`src/hdl/assert_macros.svh`:
```
// Assertion macros shared by the lowest-common-ancestor engine modules.
`ifndef ASSERT_MACROS_SVH
`define ASSERT_MACROS_SVH

// Same-cycle implication, checked outside reset.
`define ASSERT_IMPL(lbl, clk, rst_n, ante, cons, msg) \
    lbl: assert property (@(posedge clk) disable iff (!rst_n) (ante) |-> (cons)) \
        else $error(msg);

// Next-cycle implication, checked outside reset.
`define ASSERT_NEXT(lbl, clk, rst_n, ante, cons, msg) \
    lbl: assert property (@(posedge clk) disable iff (!rst_n) (ante) |=> (cons)) \
        else $error(msg);

`endif

```
`src/hdl/tlca_pkg.sv`:
```
// Shared types and constants for the binary-lifting ancestor engine.
package tlca_pkg;

    localparam int NODE_W      = 11;
    localparam int REQ_W       = 2;
    localparam int IN_TDATA_W  = 40;
    localparam int OUT_TDATA_W = 24;
    localparam int DSUM_W      = 15;

    localparam int DEF_MAX_NODES = 1024;
    localparam int DEF_LEVELS    = 10;

    localparam logic [NODE_W-1:0] ROOT_NODE      = 11'd1;
    localparam logic [NODE_W-1:0] NODE_COUNT_RST = 11'd1;
    localparam logic [NODE_W-1:0] PATH_MAX       = 11'h7FF;

    // Query runs three ancestor searches: (a,c), (a,root), (root,c)
    localparam logic [1:0] PASS_AC   = 2'd0;
    localparam logic [1:0] PASS_A1   = 2'd1;
    localparam logic [1:0] PASS_LAST = 2'd2;

    typedef enum logic [REQ_W-1:0] {
        REQ_LOAD  = 2'd0,
        REQ_BUILD = 2'd1,
        REQ_QUERY = 2'd2,
        REQ_NOP   = 2'd3
    } t_req;

    typedef enum logic [4:0] {
        OP_NONE,
        OP_CAP,
        OP_LOAD,
        OP_B_INIT,
        OP_B_RD1,
        OP_B_RD2,
        OP_B_WR,
        OP_Q_INIT,
        OP_Q_DEP,
        OP_Q_SWAP,
        OP_P1_ANC,
        OP_P1_DEP,
        OP_P1_CMP,
        OP_EQ,
        OP_P2_ANC,
        OP_P2_CMP,
        OP_FIN_RD,
        OP_FIN_SET,
        OP_NEXT,
        OP_DL1,
        OP_DL2,
        OP_DL3,
        OP_SUM,
        OP_PUSH
    } t_op;

    typedef struct packed {
        t_op op;
    } t_cmd;

    typedef struct packed {
        t_req req;
        logic q_ok;
        logic bld_ok;
        logic lvl_zero;
        logic bld_last;
        logic u_eq_v;
        logic pass_last;
        logic out_free;
    } t_stat;

endpackage

```
`src/hdl/tlca_ctrl.sv`:
```
// Controller: sequences load, table build and three-pass query steps.
`include "assert_macros.svh"

module tlca_ctrl (
    input  logic            i_clk,
    input  logic            i_rst_n,
    input  logic            i_s_tvalid,
    output logic            o_s_tready,
    input  tlca_pkg::t_stat i_stat,
    output tlca_pkg::t_cmd  o_cmd
);

    typedef enum logic [23:0] {
        S_IDLE    = 24'h000001,
        S_DISP    = 24'h000002,
        S_LOAD    = 24'h000004,
        S_B_INIT  = 24'h000008,
        S_B_RD1   = 24'h000010,
        S_B_RD2   = 24'h000020,
        S_B_WR    = 24'h000040,
        S_Q_INIT  = 24'h000080,
        S_Q_DEP   = 24'h000100,
        S_Q_SWAP  = 24'h000200,
        S_P1_ANC  = 24'h000400,
        S_P1_DEP  = 24'h000800,
        S_P1_CMP  = 24'h001000,
        S_EQ      = 24'h002000,
        S_P2_ANC  = 24'h004000,
        S_P2_CMP  = 24'h008000,
        S_FIN_RD  = 24'h010000,
        S_FIN_SET = 24'h020000,
        S_NEXT    = 24'h040000,
        S_DL1     = 24'h080000,
        S_DL2     = 24'h100000,
        S_DL3     = 24'h200000,
        S_SUM     = 24'h400000,
        S_DONE    = 24'h800000
    } t_state;

    t_state r_state, n_state;

    // Next state and step command
    always_comb begin
        n_state   = r_state;
        o_cmd.op  = tlca_pkg::OP_NONE;
        case (r_state)
            S_IDLE: begin
                if (i_s_tvalid) begin
                    o_cmd.op = tlca_pkg::OP_CAP;
                    n_state  = S_DISP;
                end
            end
            S_DISP: begin
                case (i_stat.req)
                    tlca_pkg::REQ_LOAD:  n_state = S_LOAD;
                    tlca_pkg::REQ_BUILD: n_state = i_stat.bld_ok ? S_B_INIT : S_DONE;
                    tlca_pkg::REQ_QUERY: n_state = i_stat.q_ok ? S_Q_INIT : S_DONE;
                    default:             n_state = S_DONE;
                endcase
            end
            S_LOAD: begin
                o_cmd.op = tlca_pkg::OP_LOAD;
                n_state  = S_DONE;
            end
            S_B_INIT: begin
                o_cmd.op = tlca_pkg::OP_B_INIT;
                n_state  = S_B_RD1;
            end
            S_B_RD1: begin
                o_cmd.op = tlca_pkg::OP_B_RD1;
                n_state  = S_B_RD2;
            end
            S_B_RD2: begin
                o_cmd.op = tlca_pkg::OP_B_RD2;
                n_state  = S_B_WR;
            end
            S_B_WR: begin
                o_cmd.op = tlca_pkg::OP_B_WR;
                n_state  = i_stat.bld_last ? S_DONE : S_B_RD1;
            end
            S_Q_INIT: begin
                o_cmd.op = tlca_pkg::OP_Q_INIT;
                n_state  = S_Q_DEP;
            end
            S_Q_DEP: begin
                o_cmd.op = tlca_pkg::OP_Q_DEP;
                n_state  = S_Q_SWAP;
            end
            S_Q_SWAP: begin
                o_cmd.op = tlca_pkg::OP_Q_SWAP;
                n_state  = S_P1_ANC;
            end
            S_P1_ANC: begin
                o_cmd.op = tlca_pkg::OP_P1_ANC;
                n_state  = S_P1_DEP;
            end
            S_P1_DEP: begin
                o_cmd.op = tlca_pkg::OP_P1_DEP;
                n_state  = S_P1_CMP;
            end
            S_P1_CMP: begin
                o_cmd.op = tlca_pkg::OP_P1_CMP;
                n_state  = i_stat.lvl_zero ? S_EQ : S_P1_ANC;
            end
            S_EQ: begin
                o_cmd.op = tlca_pkg::OP_EQ;
                n_state  = i_stat.u_eq_v ? S_NEXT : S_P2_ANC;
            end
            S_P2_ANC: begin
                o_cmd.op = tlca_pkg::OP_P2_ANC;
                n_state  = S_P2_CMP;
            end
            S_P2_CMP: begin
                o_cmd.op = tlca_pkg::OP_P2_CMP;
                n_state  = i_stat.lvl_zero ? S_FIN_RD : S_P2_ANC;
            end
            S_FIN_RD: begin
                o_cmd.op = tlca_pkg::OP_FIN_RD;
                n_state  = S_FIN_SET;
            end
            S_FIN_SET: begin
                o_cmd.op = tlca_pkg::OP_FIN_SET;
                n_state  = S_NEXT;
            end
            S_NEXT: begin
                o_cmd.op = tlca_pkg::OP_NEXT;
                n_state  = i_stat.pass_last ? S_DL1 : S_Q_INIT;
            end
            S_DL1: begin
                o_cmd.op = tlca_pkg::OP_DL1;
                n_state  = S_DL2;
            end
            S_DL2: begin
                o_cmd.op = tlca_pkg::OP_DL2;
                n_state  = S_DL3;
            end
            S_DL3: begin
                o_cmd.op = tlca_pkg::OP_DL3;
                n_state  = S_SUM;
            end
            S_SUM: begin
                o_cmd.op = tlca_pkg::OP_SUM;
                n_state  = S_DONE;
            end
            S_DONE: begin
                // hold until the output register can take the result
                if (i_stat.out_free) begin
                    o_cmd.op = tlca_pkg::OP_PUSH;
                    n_state  = S_IDLE;
                end
            end
            default: begin
                n_state = S_IDLE;
            end
        endcase
    end

    always_ff @(posedge i_clk) begin
        if (!i_rst_n) begin
            r_state <= S_IDLE;
        end else begin
            r_state <= n_state;
        end
    end

    assign o_s_tready = (r_state == S_IDLE);

    `ASSERT_NEXT(a_take_drops_ready, i_clk, i_rst_n, i_s_tvalid && o_s_tready, !o_s_tready, "input taken while a request is in progress")
    `ASSERT_NEXT(a_push_to_idle, i_clk, i_rst_n, (r_state == S_DONE) && i_stat.out_free, o_s_tready, "controller did not return to idle after a push")

endmodule

```
`config.mk`:
```
export PLATFORM = sky130hd
export DESIGN_NAME = tlca_ctrl
export DESIGN_NICKNAME = d
export VERILOG_FILES = /design/src/hdl/tlca_pkg.sv /design/src/hdl/tlca_ctrl.sv
export VERILOG_INCLUDE_DIRS = /design/src /design/src/hdl
export SDC_FILE = /design/constraint.sdc
export NUM_CORES = 1
export LEC_CHECK = 0
export ABC_CLOCK_PERIOD_IN_PS = 2000
export BUFFER_PORTS_ARGS = -buffer_cell sky130_fd_sc_hd__buf_2
export CELL_PAD_IN_SITES_DETAIL_PLACEMENT = 1
export CELL_PAD_IN_SITES_GLOBAL_PLACEMENT = 1
export CORE_ASPECT_RATIO = 1.1
export CORE_MARGIN = 1
export CORE_UTILIZATION = 39
export DETAILED_ROUTE_END_ITERATION = 8
export GPL_TIMING_DRIVEN = 0
export PLACE_DENSITY_LB_ADDON = 0.1
export SYNTH_ARGS = -nofsm -noshare
export SYNTH_HDL_FRONTEND = slang
export SYNTH_SLANG_ARGS = --single-unit
```
`constraint.sdc`:
```
create_clock -name i_clk -period 2 [get_ports i_clk]
set_input_delay 0.1 -clock i_clk [delete_from_list [all_inputs] [get_ports i_clk]]
set_output_delay 0.1 -clock i_clk [all_outputs]
set_load 0.1 [all_outputs]
```
# [Yosys cells after proc, flatten, opt, wreduce, memory -nomap -nowiden]
# Cells that the tools add are included.
[word_totals] regBits=24 in_bits=12 output_inout_bits=6 wordCells=46
[op_classes] n_eq_ne=28 muxes=14 n_reduce_logical=3
[op_table] operator="24-bit one-hot mux with 23 select lines" count=1
[op_table] operator="24-bit 2-to-1 mux" count=5
[op_table] operator="5-bit one-hot mux with 23 select lines" count=1
[op_table] operator="24-bit one-hot mux with 3 select lines" count=1
[op_table] operator="24-bit by 1-bit == test with 1-bit output, second input constant" count=1
[op_table] operator="24-bit by 10-bit == test with 1-bit output, second input constant" count=1
[op_table] operator="24-bit by 11-bit == test with 1-bit output, second input constant" count=1
[op_table] operator="24-bit by 12-bit == test with 1-bit output, second input constant" count=1
[op_table] operator="24-bit by 13-bit == test with 1-bit output, second input constant" count=1
[op_table] operator="24-bit by 14-bit == test with 1-bit output, second input constant" count=1
[op_table] operator="24-bit by 15-bit == test with 1-bit output, second input constant" count=1
[op_table] operator="24-bit by 16-bit == test with 1-bit output, second input constant" count=1
[op_table] operator="24-bit by 17-bit == test with 1-bit output, second input constant" count=1
[op_table] operator="24-bit by 18-bit == test with 1-bit output, second input constant" count=1
[op_table] operator="24-bit by 19-bit == test with 1-bit output, second input constant" count=1
[op_table] operator="24-bit by 2-bit == test with 1-bit output, second input constant" count=1
[op_table] operator="24-bit by 20-bit == test with 1-bit output, second input constant" count=1
[op_table] operator="24-bit by 21-bit == test with 1-bit output, second input constant" count=1
[op_table] operator="24-bit by 22-bit == test with 1-bit output, second input constant" count=1
[op_table] operator="24-bit by 23-bit == test with 1-bit output, second input constant" count=1
[op_table] operator="24-bit == test, second input constant" count=1
[op_table] operator="24-bit by 3-bit == test with 1-bit output, second input constant" count=1
[op_table] operator="24-bit by 4-bit == test with 1-bit output, second input constant" count=1
[op_table] operator="24-bit by 5-bit == test with 1-bit output, second input constant" count=1
[op_table] operator="other kinds (16)" count=17

# [Depth between registers and ports, before layout]
[depth] word_depth=3 depth_mapped=8

# [Least setup slack after synthesis]
# No wires, ideal clock.
[synth_timing] path_type="register -> output" from="register r_state[13]" to="output o_cmd[0] (netlist name)" t_arrival_ns=4.277 path_slack_ns=-2.377 path_stages_with_launch=8 cell_sequence="dfxtp_1 buf_2 nor4_2 nand4_1 clkbuf_1 nor3_1 nand2_1 nand4_1"
[synth_rtl] item="start, declared" line_no="tlca_ctrl.sv:40" source="t_state r_state, n_state;"
[synth_rtl] item="start signal, assigned" line_no="tlca_ctrl.sv:162" source="r_state <= n_state;"
[synth_rtl] item="end, declared" line_no="tlca_ctrl.sv:10" source="output tlca_pkg::t_cmd o_cmd"

==> metrics.csv <==
stage,metric,value,unit
floorplan,Initial Util,41.9,%
cells_and_area,Fill cells,451,
setup_path,worst r2r src,r_state[16]$_SDFFE_PN0P_,
power,Peak VDD IR,0.000300,V
timing,post-layout min period,2.79,ns
place,I/O Buffers,17,
setup_path,CP Launch Point,r_state[16]$_SDFFE_PN0P_,
floorplan,Chip Height,71.2,um
floorplan,Core Box Area,0.00405,mm^2
floorplan,Die Footprint,0.00462,mm^2
logic_synthesis,top post-synthesis cells by area,"dfxtp_1 28%, nor4_1 6.6%, nand2b_1 5.2%",
detailed_routing,router iterations before antenna repair,4,
place,DP Area,0.00194,mm^2
setup_path,worst-path cell chain,"nor4_2, nand3_1, or4_1, o2111a_1, nand4b_1, buf_12",
cells_and_area,Layout area overhead,49.6,%
floorplan,row cnt,24,
power,leakage,0.968,nW
setup_path,Worst Path Max Fanout,5,
cts,H-tree Lvls,1,
cells_and_area,nets@finish,273,
floorplan,Die X,64.9,um
setup_path,CP Capture Type,output port,
grt,initial antenna violation count,0,
detailed_routing,drt initial violations,185,
logic_synthesis,Syn Std Cell Area,0.00170,mm^2
cells_and_area,top flop regs,r_state: 24 flops,
floorplan,I/O pins,18,
timing,Tightest Pin Transition,0.712,ns
timing,fin. max-slew vios,0,
cells_and_area,final core utilization,62.7,%
timing,skew final,0.0158,ns
cts,clock latency on the worst-skew pair,0.30,ns
logic_synthesis,number of synthesized flops with an enable pin,0,
power,P per Cell Area,598,mW/mm^2
setup_path,"Arr. time, crit path",2.69,ns
logic_synthesis,top-count cell post-synth,dfxtp_1,
logic_synthesis,post-synth top area cell,dfxtp_1,
grt,first-pass GRT wire length,10600,um
logic_synthesis,most instantiated cells after synthesis,"24 x dfxtp_1, 18 x nor4_1, 16 x nand2_1, 16 x nor2_1",
setup_path,Worst Path Required,1.90,ns
logic_synthesis,Mapped Cells,213,
setup_path,"slowest stage delay, CP",0.61,ns
place,RePlAce Congestion,0.896,
grt,Total Routing Usage GR,31.2,%
detailed_routing,drt wl/cell,26.1,um
status,status,"complete, but fails checks",
logic_synthesis,post-synth cell types,53,
logic_synthesis,syn_nets,225,
detailed_routing,via-per-instance ratio,6.67,
cts,clk root buf,clkbuf_8,
detailed_routing,via count,2082,
cells_and_area,finished layout cell area,0.00254,mm^2
cells_and_area,Reg with most FFs,r_state,
status,failing checks,negative setup slack,
timing,Slew HR,51.9,%
detailed_routing,Routed Wire Length,8140,um
detailed_routing,DR DRC count,0,
timing,"Setup violations, final",25,
cells_and_area,share of cells above drive strength 1,43.1,%
logic_synthesis,sequential share of the synthesized area,28.3,%
logic_synthesis,register bit total from synthesis,24,
logic_synthesis,post-synth top area share,28.3,%
grt,vias in the first global route,2071,
setup_path,critical path class,register to output port,
timing,Tcrit/Tclk final,139,%
setup_path,"Buf+Inv Stages, Crit Path",1,
cells_and_area,Final Non-Filler Cells,312,
timing,Fin. Hold Viols,0,
cts,clk slew on worst S/H paths,0.11,ns
logic_synthesis,Synth async-reset ratio,0,%
hold_path,Hold Crit Class,input pin to register,
setup_path,CP startpoint kind,register,
cts,CTS buffer count,3,
timing,worst setup margin,-0.785,ns
cts,hold-fix buffers at CTS,0,
cts,clock buffer depth,2,
flow_run,Max Cap Violations,0,
place,placed insts,282,
grt,Overflow after GRT,0,
setup_path,Critical Path Slowest Stage Cell,or4_1,
cts,CTS tree,built,
setup_path,Top delay family on crit path,simple AND/OR/NAND/NOR gates,
timing,RSZ-0062 raised after global routing,yes,
timing,maximum clock rate,359,MHz
grt,largest net degree at the start of global routing,15,
detailed_routing,"antenna viol nets, final",0,
hold_path,Hold Crit Start,i_stat[7],
logic_synthesis,syn_area_per_cell,7.97,um^2
cells_and_area,max reg flops,24,
cells_and_area,n_diodes,0,
logic_synthesis,Ys Warns,0,
cts,clock sink count,24,
logic_synthesis,"Primary FF master, synth",dfxtp_1,
place,dpl hpwl,4240,um
==> logic make-up after synthesis <==
kind of cell,count (synthesis),share of synthesized area (%)
flip-flops,24,28.3
AO/OA/AOI/OAI,32,14.6
buffers and inverters,19,5.31
XOR/XNOR,8,4.13
AND/OR/NAND/NOR,130,47.7
==> cell usage in the layout (no fill, tap or decap), drive strengths merged, types with 2 or more instances in the layout <==
| master | count |
|---|---|
| or3 | 3 |
| and2 | 2 |
| or2 | 4 |
| o32a | 2 |
| nand4 | 5 |
| o31a | 2 |
| nor3 | 16 |
| xnor2 | 5 |
| nand3b | 3 |
| o21ai | 7 |
| dfxtp | 24 |
| inv | 6 |
| buf | 53 |
| nand2b | 14 |
| o211ai | 3 |
| nor4 | 20 |
| a311oi | 2 |
| or4 | 11 |
| nand3 | 9 |
| o21a | 2 |
| and3 | 3 |
| o2111ai | 2 |
| nor2 | 16 |
| nand2 | 16 |
| xor2 | 3 |
| a21oi | 3 |
| clkbuf | 6 |
==> timing repair <==
item,in CTS,in global routing
pin swaps,18,11
endpoints found under the setup margin,25,27
buffers inserted,27,12
resized for setup,61,19
==> per-stage QoR <==
| stage | power [W] | hold slack, ns | setup TNS, ns | worst slack, ns |
|---|---|---|---|---|
| after floorplan | 0.000779 | 0.179 | -1.59 | -0.751 |
| after global placement | 0.000855 | 0.308 | -7.74 | -0.658 |
| after detailed placement | 0.000862 | 0.328 | -8.47 | -0.665 |
| after CTS | 0.00145 | 0.0366 | -8.35 | -0.600 |
| after global routing | 0.00155 | 0.0293 | -12.68 | -0.807 |
| final | 0.00152 | 0.0102 | -11.29 | -0.785 |
==> final cells by class <==
class / count / area, um^2 / area share (%)
Buffer: 9 / 77.6 / 3.05
Clock buffer: 3 / 41.3 / 1.63
Clock inverter: 1 / 30.0 / 1.18
Inverter: 6 / 22.5 / 0.887
Multi-Input combinational cell: 170 / 1370 / 53.9
Sequential cell: 24 / 500 / 19.7
Tap cell: 52 / 65.1 / 2.56
Timing Repair Buffer: 47 / 434 / 17.1
==> path summary, 6_finish.rpt <==
check | end | slack [ns] | depth (start not counted)
setup / recovery | o_cmd[1] | -0.79 | 6
hold / removal | r_state[2]$_SDFFE_PN0P_ | 0.01 | 2
setup reg to reg | r_state[20]$_SDFFE_PN0P_ | -0.60 | 7
hold reg to reg | r_state[16]$_SDFFE_PN0P_ | 0.61 | 2
==> power breakdown <==
group | internal (W) | switching [W] | total (W)
registers | 0.000486 | 0.0000171 | 0.000503
clock network | 0.000269 | 0.000200 | 0.000469
logic | 0.000227 | 0.000320 | 0.000547
total | 0.000982 | 0.000537 | 0.00152
==> per-layer routing <==
metal | vias up | routed length (um) | part of all wire (%) | GRT usage [%]
met2 | 85 | 3940 | 48 | 51.0
li1 | 908 | - | - | -
met1 | 1045 | 3130 | 38 | 34.0
met3 | 44 | 382 | 4.7 | 4.84
met5 | - | 0 | 0 | 0
met4 | 0 | 686 | 8.4 | 29.4
==> worst register-to-register path, stage by stage (launching register included) <==
cell and delay [ns]:
dfxtp_2 0.38, or4_4 0.56, buf_6 0.16, nor2_2 0.25, nand3_2 0.18, o41ai_2 0.56, buf_4 0.31, nor2_1 0.07
(Power assumes the default switching activity.)
